### config.mk
export PLATFORM = sky130hd
export DESIGN_NAME = ftcs_heat_stencil_1d
export DESIGN_NICKNAME = d
export VERILOG_FILES = /design/src/fhs_pkg.sv /design/src/fhs_ram.sv /design/src/fhs_update.sv /design/src/ftcs_heat_stencil_1d.sv
export SDC_FILE = /design/constraint.sdc
export NUM_CORES = 2
export LEC_CHECK = 0
export ABC_AREA = 1
export ABC_CLOCK_PERIOD_IN_PS = 10980
export BUFFER_PORTS_ARGS = -buffer_cell sky130_fd_sc_hd__buf_2
export CAP_MARGIN = 15
export CORE_AREA = 2 2 399 401
export CTS_CLUSTER_SIZE = 24
export DETAILED_ROUTE_END_ITERATION = 10
export DIE_AREA = 0 0 401 403
export PLACE_DENSITY = 0.62
export SETUP_SLACK_MARGIN = 0.05
export SLEW_MARGIN = 30
export SYNTH_ARGS = -nofsm -noshare
export SYNTH_HDL_FRONTEND = slang
export SYNTH_SLANG_ARGS = --single-unit
### constraint.sdc
create_clock -name aclk -period 10.98 [get_ports aclk]
set_input_delay 2.745 -clock aclk [delete_from_list [all_inputs] [get_ports aclk]]
set_output_delay 2.745 -clock aclk [all_outputs]
set_load 0.01 [all_outputs]
### src/fhs_pkg.sv
// shared constants, types and arithmetic helpers for the 1d heat stencil
`timescale 1ns / 1ps

package fhs_pkg;

    localparam int MAX_POINTS   = 64;
    localparam int SAMPLE_WIDTH = 16;
    localparam int ADDR_W       = $clog2(MAX_POINTS);
    localparam int CNT_W        = $clog2(MAX_POINTS + 1);
    localparam int BETA_W       = 16;
    localparam int STEP_W       = 16;
    localparam int REG_IDX_W    = 2;
    localparam int CFG_W        = 16;
    localparam int OUT_DATA_W   = ((SAMPLE_WIDTH + ADDR_W + 7) / 8) * 8;
    localparam int IN_DATA_W    = ((SAMPLE_WIDTH + 7) / 8) * 8;

    // laplacian, product, rounded product and sum widths
    localparam int LAP_W  = SAMPLE_WIDTH + 2;
    localparam int PROD_W = LAP_W + BETA_W + 1;
    localparam int SCL_W  = PROD_W - BETA_W;
    localparam int SUM_W  = SCL_W + 1;

    localparam logic [REG_IDX_W-1:0] REG_RATIO  = REG_IDX_W'(0);
    localparam logic [REG_IDX_W-1:0] REG_STEPS  = REG_IDX_W'(1);
    localparam logic [REG_IDX_W-1:0] REG_POINTS = REG_IDX_W'(2);

    localparam logic [BETA_W-1:0] RATIO_RESET  = BETA_W'(26561);
    localparam logic [STEP_W-1:0] STEPS_RESET  = STEP_W'(400);
    localparam logic [CNT_W-1:0]  POINTS_RESET = CNT_W'(MAX_POINTS);
    localparam logic [CNT_W-1:0]  MIN_POINTS   = CNT_W'(3);

    localparam logic signed [PROD_W-1:0] RND_BIAS = PROD_W'(1) << (BETA_W - 1);

    typedef enum logic [1:0] {
        ST_LOAD,
        ST_SWEEP,
        ST_DRAIN,
        ST_EMIT
    } fhs_state_t;

    typedef struct packed {
        logic              vld;
        logic [ADDR_W-1:0] addr;
    } rd_tag_t;

    typedef struct packed {
        logic                    en;
        logic [ADDR_W-1:0]       addr;
        logic [SAMPLE_WIDTH-1:0] data;
    } wr_req_t;

    function automatic logic signed [SAMPLE_WIDTH-1:0] sat_sample(
        input logic signed [SUM_W-1:0] v
    );
        logic signed [SUM_W-1:0] hi;
        logic signed [SUM_W-1:0] lo;
        logic signed [SAMPLE_WIDTH-1:0] r;
        hi = {{(SUM_W - SAMPLE_WIDTH + 1){1'b0}}, {(SAMPLE_WIDTH - 1){1'b1}}};
        lo = ~hi;
        if (v > hi) begin
            r = hi[SAMPLE_WIDTH-1:0];
        end else if (v < lo) begin
            r = lo[SAMPLE_WIDTH-1:0];
        end else begin
            r = v[SAMPLE_WIDTH-1:0];
        end
        return r;
    endfunction

endpackage

### src/fhs_ram.sv
// generic single write port, single read port ram with registered read
`timescale 1ns / 1ps

module fhs_ram #(
    parameter int WIDTH = 16,
    parameter int DEPTH = 64
) (
    input  logic                     aclk,
    input  logic                     wr_en,
    input  logic [$clog2(DEPTH)-1:0] wr_addr,
    input  logic [WIDTH-1:0]         wr_data,
    input  logic                     rd_en,
    input  logic [$clog2(DEPTH)-1:0] rd_addr,
    output logic [WIDTH-1:0]         rd_data
);

    logic [WIDTH-1:0] mem [DEPTH];

    always_ff @(posedge aclk) begin
        if (wr_en) begin
            mem[wr_addr] <= wr_data;
        end
        if (rd_en) begin
            rd_data <= mem[rd_addr];
        end
    end

endmodule

### src/fhs_update.sv
// stencil update pipeline: neighbor window, laplacian, scale by ratio, round, saturate
`timescale 1ns / 1ps

module fhs_update (
    input  logic                            aclk,
    input  logic                            aresetn,
    input  logic [fhs_pkg::BETA_W-1:0]      beta,
    input  logic [fhs_pkg::SAMPLE_WIDTH-1:0] rd_data,
    input  fhs_pkg::rd_tag_t                tag,
    output fhs_pkg::wr_req_t                wr,
    output logic                            busy
);

    localparam int SW = fhs_pkg::SAMPLE_WIDTH;

    logic signed [SW-1:0]                   w0_reg, w1_reg;
    logic signed [fhs_pkg::LAP_W-1:0]       lap_reg, lap_next;
    logic signed [SW-1:0]                   s1_cur_reg, s2_cur_reg;
    logic [fhs_pkg::ADDR_W-1:0]             s1_addr_reg, s2_addr_reg;
    logic                                   s1_vld_reg, s1_vld_next, s2_vld_reg;
    logic signed [fhs_pkg::PROD_W-1:0]      prod_reg, prod_next;
    logic signed [fhs_pkg::PROD_W-1:0]      rnd_full;
    logic signed [fhs_pkg::SCL_W-1:0]       scaled;
    logic signed [fhs_pkg::SUM_W-1:0]       sum;

    // window holds pre-update values of the two points left of the arriving one
    always_comb begin
        lap_next = fhs_pkg::LAP_W'(signed'(rd_data)) + fhs_pkg::LAP_W'(w0_reg)
                 - (fhs_pkg::LAP_W'(w1_reg) <<< 1);
        s1_vld_next = tag.vld && (tag.addr >= fhs_pkg::ADDR_W'(2));
        prod_next = lap_reg * $signed({1'b0, beta});
        rnd_full = prod_reg + fhs_pkg::RND_BIAS;
        scaled = fhs_pkg::SCL_W'(rnd_full >>> fhs_pkg::BETA_W);
        sum = fhs_pkg::SUM_W'(s2_cur_reg) + fhs_pkg::SUM_W'(scaled);
    end

    always_ff @(posedge aclk) begin
        if (!aresetn) begin
            s1_vld_reg <= 1'b0;
            s2_vld_reg <= 1'b0;
        end else begin
            s1_vld_reg <= s1_vld_next;
            s2_vld_reg <= s1_vld_reg;
        end
        if (tag.vld) begin
            w0_reg <= w1_reg;
            w1_reg <= signed'(rd_data);
            lap_reg <= lap_next;
            s1_cur_reg <= w1_reg;
            s1_addr_reg <= tag.addr - fhs_pkg::ADDR_W'(1);
        end
        prod_reg <= prod_next;
        s2_cur_reg <= s1_cur_reg;
        s2_addr_reg <= s1_addr_reg;
    end

    always_comb begin
        wr.en = s2_vld_reg;
        wr.addr = s2_addr_reg;
        wr.data = fhs_pkg::sat_sample(sum);
        busy = s1_vld_reg || s2_vld_reg;
    end

endmodule

### src/ftcs_heat_stencil_1d.sv
// Loads point_count samples (end points forced to zero) into a 64 x 16 field
// memory, applies step_count explicit heat-equation sweeps in place, then
// streams the final field out one point per transfer. Each sweep reads one
// point per cycle through the memory's single read port, then waits for the
// update pipeline to drain before the next sweep reads the memory again. Output
// issues a new read only when no read is in flight and the output register is
// free or being taken. The block takes no new samples until the last point of
// the field has been transferred.
`timescale 1ns / 1ps

module ftcs_heat_stencil_1d (
    input  logic                               aclk,
    input  logic                               aresetn,
    input  logic                               s_tvalid,
    output logic                               s_tready,
    input  logic [fhs_pkg::IN_DATA_W-1:0]      s_tdata,   // sample_in
    output logic                               m_tvalid,
    input  logic                               m_tready,
    output logic [fhs_pkg::OUT_DATA_W-1:0]     m_tdata,   // sample_out, point_index, zero pad
    output logic                               m_tlast,
    input  logic                               cfg_wr_en,
    input  logic [fhs_pkg::REG_IDX_W-1:0]      cfg_wr_index,
    input  logic [fhs_pkg::CFG_W-1:0]          cfg_wr_data
);

    localparam int SW = fhs_pkg::SAMPLE_WIDTH;
    localparam int AW = fhs_pkg::ADDR_W;
    localparam int CW = fhs_pkg::CNT_W;

    fhs_pkg::fhs_state_t             state_reg, state_next;
    logic [fhs_pkg::BETA_W-1:0]      ratio_reg;
    logic [fhs_pkg::STEP_W-1:0]      steps_cfg_reg;
    logic [CW-1:0]                   points_reg;
    logic [CW-1:0]                   load_pos_reg, load_pos_next;
    logic [fhs_pkg::STEP_W-1:0]      steps_reg, steps_next;
    logic [CW-1:0]                   n_reg, n_next;
    logic [CW-1:0]                   cnt_reg, cnt_next;
    logic                            rd_vld_reg, rd_emit_reg, rd_emit_next;
    logic [AW-1:0]                   rd_addr_q_reg;
    logic                            rd_en;
    logic                            m_valid_reg, m_valid_next;
    logic [SW-1:0]                   m_sample_reg, m_sample_next;
    logic [AW-1:0]                   m_index_reg, m_index_next;
    logic                            m_last_reg, m_last_next;

    logic [CW-1:0]                   n_use, n_last, idx;
    logic                            s_accept, load_last;
    logic [SW-1:0]                   load_val;
    logic [SW-1:0]                   ram_rd_data;
    fhs_pkg::wr_req_t                upd_wr, ram_wr;
    fhs_pkg::rd_tag_t                tag;
    logic                            upd_busy;

    // clamp point count, pick load slot
    always_comb begin
        if (points_reg < fhs_pkg::MIN_POINTS) begin
            n_use = fhs_pkg::MIN_POINTS;
        end else if (points_reg > CW'(fhs_pkg::MAX_POINTS)) begin
            n_use = CW'(fhs_pkg::MAX_POINTS);
        end else begin
            n_use = points_reg;
        end
        n_last = n_use - CW'(1);
        idx = (load_pos_reg >= n_last) ? n_last : load_pos_reg;
        load_last = (idx == n_last);
        load_val = (idx == '0 || load_last) ? '0 : s_tdata[SW-1:0];
        s_accept = s_tvalid && s_tready;
    end

    always_comb begin
        state_next = state_reg;
        load_pos_next = load_pos_reg;
        steps_next = steps_reg;
        n_next = n_reg;
        cnt_next = cnt_reg;
        rd_en = 1'b0;
        rd_emit_next = rd_emit_reg;
        m_valid_next = m_valid_reg;
        m_sample_next = m_sample_reg;
        m_index_next = m_index_reg;
        m_last_next = m_last_reg;
        case (state_reg)
            fhs_pkg::ST_LOAD: begin
                if (s_accept) begin
                    if (load_last) begin
                        load_pos_next = '0;
                        n_next = n_use;
                        cnt_next = '0;
                        steps_next = steps_cfg_reg;
                        if (steps_cfg_reg == '0) begin
                            state_next = fhs_pkg::ST_EMIT;
                        end else begin
                            state_next = fhs_pkg::ST_SWEEP;
                        end
                    end else begin
                        load_pos_next = idx + CW'(1);
                    end
                end
            end
            fhs_pkg::ST_SWEEP: begin
                rd_en = 1'b1;
                rd_emit_next = 1'b0;
                cnt_next = cnt_reg + CW'(1);
                if (cnt_reg == n_reg - CW'(1)) begin
                    state_next = fhs_pkg::ST_DRAIN;
                end
            end
            fhs_pkg::ST_DRAIN: begin
                // wait until the last write of this sweep has landed
                if (!rd_vld_reg && !upd_busy) begin
                    cnt_next = '0;
                    steps_next = steps_reg - fhs_pkg::STEP_W'(1);
                    if (steps_reg == fhs_pkg::STEP_W'(1)) begin
                        state_next = fhs_pkg::ST_EMIT;
                    end else begin
                        state_next = fhs_pkg::ST_SWEEP;
                    end
                end
            end
            fhs_pkg::ST_EMIT: begin
                if (!rd_vld_reg && (!m_valid_reg || m_tready) && cnt_reg < n_reg) begin
                    rd_en = 1'b1;
                    rd_emit_next = 1'b1;
                    cnt_next = cnt_reg + CW'(1);
                end
                if (m_valid_reg && m_tready && m_last_reg) begin
                    state_next = fhs_pkg::ST_LOAD;
                end
            end
            default: begin
                state_next = fhs_pkg::ST_LOAD;
            end
        endcase
        // output register
        if (rd_vld_reg && rd_emit_reg) begin
            m_valid_next = 1'b1;
            m_sample_next = ram_rd_data;
            m_index_next = rd_addr_q_reg;
            m_last_next = (CW'(rd_addr_q_reg) == n_reg - CW'(1));
        end else if (m_tready) begin
            m_valid_next = 1'b0;
        end
    end

    always_ff @(posedge aclk) begin
        if (!aresetn) begin
            state_reg <= fhs_pkg::ST_LOAD;
            ratio_reg <= fhs_pkg::RATIO_RESET;
            steps_cfg_reg <= fhs_pkg::STEPS_RESET;
            points_reg <= fhs_pkg::POINTS_RESET;
            load_pos_reg <= '0;
            steps_reg <= '0;
            n_reg <= fhs_pkg::POINTS_RESET;
            cnt_reg <= '0;
            rd_vld_reg <= 1'b0;
            rd_emit_reg <= 1'b0;
            m_valid_reg <= 1'b0;
        end else begin
            state_reg <= state_next;
            load_pos_reg <= load_pos_next;
            steps_reg <= steps_next;
            n_reg <= n_next;
            cnt_reg <= cnt_next;
            rd_vld_reg <= rd_en;
            rd_emit_reg <= rd_emit_next;
            m_valid_reg <= m_valid_next;
            if (cfg_wr_en) begin
                case (cfg_wr_index)
                    fhs_pkg::REG_RATIO:  ratio_reg <= cfg_wr_data[fhs_pkg::BETA_W-1:0];
                    fhs_pkg::REG_STEPS:  steps_cfg_reg <= cfg_wr_data[fhs_pkg::STEP_W-1:0];
                    fhs_pkg::REG_POINTS: points_reg <= cfg_wr_data[CW-1:0];
                    default: ;
                endcase
            end
        end
        rd_addr_q_reg <= cnt_reg[AW-1:0];
        m_sample_reg <= m_sample_next;
        m_index_reg <= m_index_next;
        m_last_reg <= m_last_next;
    end

    always_comb begin
        tag.vld = rd_vld_reg && !rd_emit_reg;
        tag.addr = rd_addr_q_reg;
        ram_wr = upd_wr;
        if (s_accept) begin
            ram_wr.en = 1'b1;
            ram_wr.addr = idx[AW-1:0];
            ram_wr.data = load_val;
        end
    end

    fhs_ram #(
        .WIDTH (SW),
        .DEPTH (fhs_pkg::MAX_POINTS)
    ) u_field_ram (
        .aclk    (aclk),
        .wr_en   (ram_wr.en),
        .wr_addr (ram_wr.addr),
        .wr_data (ram_wr.data),
        .rd_en   (rd_en),
        .rd_addr (cnt_reg[AW-1:0]),
        .rd_data (ram_rd_data)
    );

    fhs_update u_update (
        .aclk    (aclk),
        .aresetn (aresetn),
        .beta    (ratio_reg),
        .rd_data (ram_rd_data),
        .tag     (tag),
        .wr      (upd_wr),
        .busy    (upd_busy)
    );

    assign s_tready = (state_reg == fhs_pkg::ST_LOAD);
    assign m_tvalid = m_valid_reg;
    assign m_tdata = {(fhs_pkg::OUT_DATA_W - SW - AW)'(0), m_index_reg, m_sample_reg};
    assign m_tlast = m_last_reg;

endmodule

**After elaboration in Yosys (flattened, before gate mapping)**

Memory sizes are Yosys's and may differ from the RTL's. A register that Yosys moved wholly into a read port is not among the register bits.
Index checks and enable logic that the tools add are counted.

- Output and inout port bits: 27
- Bits in latches: 0
- Logic and storage cells: 123
- Memory bits (writable): 1024
- Memories kept: 1
- Bits in read-only memories: 0
- Flip-flop bits (word level): 225

Memory list:

| name | depth | width | rd ports | clocked after memory_dff | write ports | line | source |
|---|---|---|---|---|---|---|---|
| u_field_ram.mem | 64 | 16 | 1 | 1 | 1 | fhs_ram.sv:17 | `logic [WIDTH-1:0] mem [DEPTH];` |

- $lt $le $gt $ge: 7
- Multipliers: 1
- Reductions and logical operators: 32
- Divide/modulo/power cells: 0
- Eq/ne operators: 15
- Shift operators: 0
- Bitwise logic cells: 0
- Mux-type cells: 33
- Add/subtract/negate cells: 10

Operators with widths:

| cell | count |
|---|---|
| $mux W16 | 6 |
| $mux W7 | 8 |
| $add A35 B17 Y35 const B | 1 |
| $mul A18 B17 Y35 | 1 |
| $pmux W16 S2 | 1 |
| $pmux W7 S4 | 1 |
| $mux W23 | 1 |
| $add A16 B19 Y20 | 1 |
| $gt A20 B16 Y1 const B | 1 |
| $lt A20 B16 Y1 const B | 1 |
| $sub A17 B17 Y18 | 1 |
| $add A16 B16 Y17 | 1 |
| $eq A16 B1 Y1 const B | 1 |
| $logic_not A16 Y1 | 1 |
| $sub A16 B1 Y16 const B | 1 |
| $add A7 B1 Y7 const B | 2 |
| $eq A7 B7 Y1 | 2 |
| $mux W2 | 7 |
| $sub A7 B1 Y7 const B | 2 |
| $reduce_and A2 Y1 | 5 |
| $logic_and A1 B1 Y1 | 9 |
| $ne A2 B2 Y1 const B | 4 |
| $pmux W2 S4 | 1 |
| $reduce_and A4 Y1 | 2 |
| other kinds (19) | 37 |

**Longest topological paths before layout**

- Depth in word-level cells: 12
- Depth in mapped cells: 27

**By module**

A second synthesis with hierarchy kept.

- Cell total of the unflattened synthesis: 6469
- Area total of the unflattened synthesis: 65375.2 sq um

By module, submodules not included:

| module | area each (sq um) | cells each | instances | seq. area each (sq um) |
|---|---|---|---|---|
| fhs_ram | 42259.3 | 3517 | 1 | 31230.0 |
| fhs_update | 17137.7 | 2130 | 1 | 2562.5 |
| ftcs_heat_stencil_1d | 5978.2 | 822 | 1 | 2432.3 |

**Least setup slack after synthesis**

No wires, ideal clock.

- Path kind: input to register
- Start point: input port s_tvalid
- End point: memory u_field_ram.mem[0][15] (data pin)
- Data arrival time: 5669 ps
- Data required time: 10278 ps
- Setup slack: 4610 ps
- Path buffers: 1
- Setup time: 702 ps
- Stages on the path: 4
- Path through: nand2_1 > inv_2 > buf_2 > o21ai_0

RTL lines:

| item | line | source |
|---|---|---|
| start, declared | ftcs_heat_stencil_1d.sv:14 | `input logic s_tvalid,` |
| end, declared | fhs_ram.sv:17 |  |

**Worst setup path in the final report**

- Start point: register ratio_reg[2] (netlist bit)
- End point: register u_update.prod_reg[32] (netlist bit)

- Word-level cells in the longest chain between the ends: 1

Ends and longest elaborated chain:

| item | line | source |
|---|---|---|
| start, declared | ftcs_heat_stencil_1d.sv:31 | `logic [fhs_pkg::BETA_W-1:0] ratio_reg;` |
| start signal, assigned | ftcs_heat_stencil_1d.sv:148 | `ratio_reg <= fhs_pkg::RATIO_RESET;` |
| start signal, assigned | ftcs_heat_stencil_1d.sv:169 | `fhs_pkg::REG_RATIO: ratio_reg <= cfg_wr_data[fhs_pkg::BETA_W-1:0];` |
| $mul A18 B17 Y35 | fhs_update.sv:31 | `prod_next = lap_reg * $signed({1'b0, beta});` |
| net u_update.prod_next (one bit) | fhs_update.sv:21 | `logic signed [fhs_pkg::PROD_W-1:0] prod_reg, prod_next;` |
| end signal, assigned | fhs_update.sv:52 | `prod_reg <= prod_next;` |
| end, declared | fhs_update.sv:21 |  |

The timed path passes the listed nets, and every way through them passes these cells.
A chain may end at the register's enable or synchronous reset.

==> impl_metrics.json <==
{
  "htreeDepth": 3,
  "first_global_vias": 40900,
  "pin_count": 66,
  "rows": 146,
  "yosysWarnings": 0,
  "leakage_nw": 26.7,
  "async_flop_share_pct": 0,
  "drt_iter0_markers": 4182,
  "cts_buffers": 121,
  "drive_above_1_share_pct": 7.10,
  "core_sq_um": 157000,
  "post-cts-setup-buffers": 0,
  "grt_max_degree": 233,
  "vias_per_cell": 5.35,
  "yosysUniqueCellTypes": 54,
  "cpLargestDelayFamily": "adder cells",
  "grtUsageTotal_pct": 20.1,
  "hpwl_mm": 102,
  "vias": 42000,
  "cts-root-buf": "clkbuf_16",
  "post_dp_cell_area_sq_um": 65100,
  "synth-seq-area-share_pct": 58.0,
  "crit_chain": "nand2_1 > fa_1 > fa_1 > fa_1 > fa_1 > inv_1 > fa_1 > inv_1 > fa_1 > inv_1 > ha_1 > nand2_1 > nor2_1 > nand4_1 > o21ai_0 > nand2_1 > nand2_1 > nand4_1 > nand3_1 > nand3_1 > nand2_1 > xor2_1",
  "die_w_um": 401,
  "tightest_slew_ns": 1.03,
  "antenna_left": 0,
  "grt_pass1_wl_mm": 251,
  "syn-cell-area_sq_um": 62500,
  "nNetsFinal": 6176,
  "clk_pin_slew_worst_paths_ns": 0.06,
  "area_delta_synth_final_pct": 10.9,
  "tns_ns": 0,
  "max_freq_mhz": 159,
  "cts_buffer_depth": 3,
  "pre_cts_ws_ns": 4.58,
  "synth-seq-cells": 1250,
  "die_area_sq_um": 162000,
  "outcome": "finished clean",
  "cp-start-kind": "flop",
  "clock_latency_ns": 0.78,
  "cp_max_fo": 19,
  "synth_edf_count": 1119,
  "cts.repair.resized": 0,
  "timing_worst_setup_path_type": "reg2reg",
  "drt_wl_total_mm": 164,
  "end_kind": "flop",
  "finalHoldViolations": 0,
  "syn_inst": 5694,
  "slowest_stage": "dfxtp_1",
  "critical_path.max_stage_delay_ns": 0.77,
  "setup_ws_ns": 4.67,
  "peakVddDrop_uv": 183,
  "antenna_cells": 0,
  "antenna_found_initial": 6,
  "drv_slew": 0,
  "avgSynthCellArea_sq_um": 11.0,
  "relSlewSlack_pct": 30.6,
  "cpMostUsedCell": "fa_1",
  "stdcell_area_sq_um": 69300,
  "rsz0062_at_grt": "false",
  "p_per_area_nw_per_um2": 219,
  "required_ns": 11.62,
  "clock_sinks": 1250,
  "total_power_w": 0.0152,
  "maxCapViolCount": 0,
  "overflow": 0,
  "hold_buffers": 0,
  "largest_reg_flops": 1024,
  "dieHeight_um": 403,
  "setup_violations": 0,
  "start_util_pct": 39.7,
  "yosys_most_used_dff": "edfxtp_1",
  "period_share_pct": 57.5,
  "hold_path.class": "reg2reg",
  "drt_first_pass_iters": 6,
  "finalClockSkew_ns": 0.0737,
  "io_buffers": 63,
  "critPathBufInv": 3,
  "drc": 0,
  "gp_congestion": 0.869,
  "cts_tree": "built",
  "arrival_ns": 6.95,
  "wl_per_cell_um": 20.8,
  "finalCriticalPeriod_ns": 6.31
}
-- per-layer routing --
layer | global-route usage, % | wire length (um)
met2 | 33.2 | 78100
met1 | 27.7 | 70000
met4 | 5.17 | 4010
met5 | 0 | 8
met3 | 3.02 | 11400
-- where the power goes --
group | switching (W) | internal, W
sequential | 0.0000631 | 0.00617
clock | 0.00183 | 0.00250
combinational | 0.00319 | 0.00143
total | 0.00509 | 0.0101
-- worst register-to-register path, cell delays in order (launching register included) --
cell	delay (ns)
dfxtp_1	0.77
nand2_1	0.18
fa_1	0.54
fa_1	0.59
fa_1	0.46
fa_1	0.56
inv_1	0.05
fa_1	0.48
inv_1	0.05
fa_1	0.48
inv_1	0.04
ha_1	0.30
nand2_1	0.08
nor2_1	0.13
nand4_1	0.09
o21ai_0	0.59
nand2_1	0.11
nand2_1	0.14
nand4_1	0.10
nand3_1	0.15
nand3_1	0.10
nand2_1	0.08
xor2_1	0.14
-- cell type report --
class / count / area, sq um
Tap cell: 2072 / 2590
Fill cell: 14600 / 88200
Timing Repair Buffer: 172 / 1190
Clock inverter: 80 / 960
Multi-Input combinational cell: 3431 / 22400
Clock buffer: 148 / 3200
Inverter: 706 / 2660
Sequential cell: 1250 / 36200
-- path summary, 6_finish.rpt --
| check | endpoint | cells past startpoint | startpoint | slack [ns] |
|---|---|---|---|---|
| max | u_update.prod_reg[32] | 22 | ratio_reg[2] | 4.67 |
| min | u_update.s2_addr_reg[0] | 0 | u_update.s1_addr_reg[0] | 0.34 |
| max reg2reg | u_update.prod_reg[32] | 22 | ratio_reg[2] | 4.67 |
| min reg2reg | u_update.s2_addr_reg[0] | 0 | u_update.s1_addr_reg[0] | 0.34 |
-- Yosys cell counts (all sizes together) (3+ instances only) --
cell	instances	area, sq um
dfxtp	131	2620
xor2	66	578
nand3	166	841
xnor2	32	288
o21bai	12	97.6
a211oi	4	30.0
a31oi	14	87.6
a21o	6	45.0
nand3b	6	45.0
o221ai	101	885
inv	703	2640
a21oi	156	792
buf	35	200
nor3	25	130
a32o	3	30.0
a221o	4	40.0
edfxtp	1119	33600
nand2	778	2940
ha	147	1840
o21ai	609	3060
o22ai	157	982
nor2	728	2760
fa	308	6170
o211ai	34	255
nand4	49	307
nor4	4	25.0
clkinv	3	11.3
clkbuf	273	1020
or2	6	37.5
-- cell usage in the layout (no fill, tap or decap), types with 49 or more instances in the layout --
master	Yosys	layout
o221ai_1	101	101
clkbuf_16	0	124
nor2_1	721	718
o22ai_1	157	157
nand3_1	164	164
nand4_1	49	49
ha_1	147	147
xor2_1	66	66
o21ai_0	602	600
fa_1	308	308
buf_2	13	63
dfxtp_1	131	128
buf_4	6	104
inv_1	696	691
edfxtp_1	1119	1119
a21oi_1	153	153
nand2_1	772	757
-- kinds of logic after synthesis --
logic type / after synthesis / synth area share [%]
simple gates: 1764 / 11.3
flops: 1250 / 58.0
compound gates: 1112 / 10.3
buf+inv: 1014 / 6.20
fa+ha+maj: 455 / 12.8
xor+xnor: 98 / 1.39
other cells: 1 / 0.00600
-- metrics by stage --
| stage | util, % | std cells | hold slack, ns |
|---|---|---|---|
| after floorplan | - | 5695 | 0.323 |
| after global placement | 41.3 | 7629 | 0.327 |
| after detailed placement | 41.3 | 7630 | 0.327 |
| after CTS | 44.0 | 7858 | 0.341 |
| after global routing | 44.0 | 7859 | 0.358 |
| final | 44.0 | 7859 | 0.341 |
No activity file was read; power rests on OpenSTA's default activity.
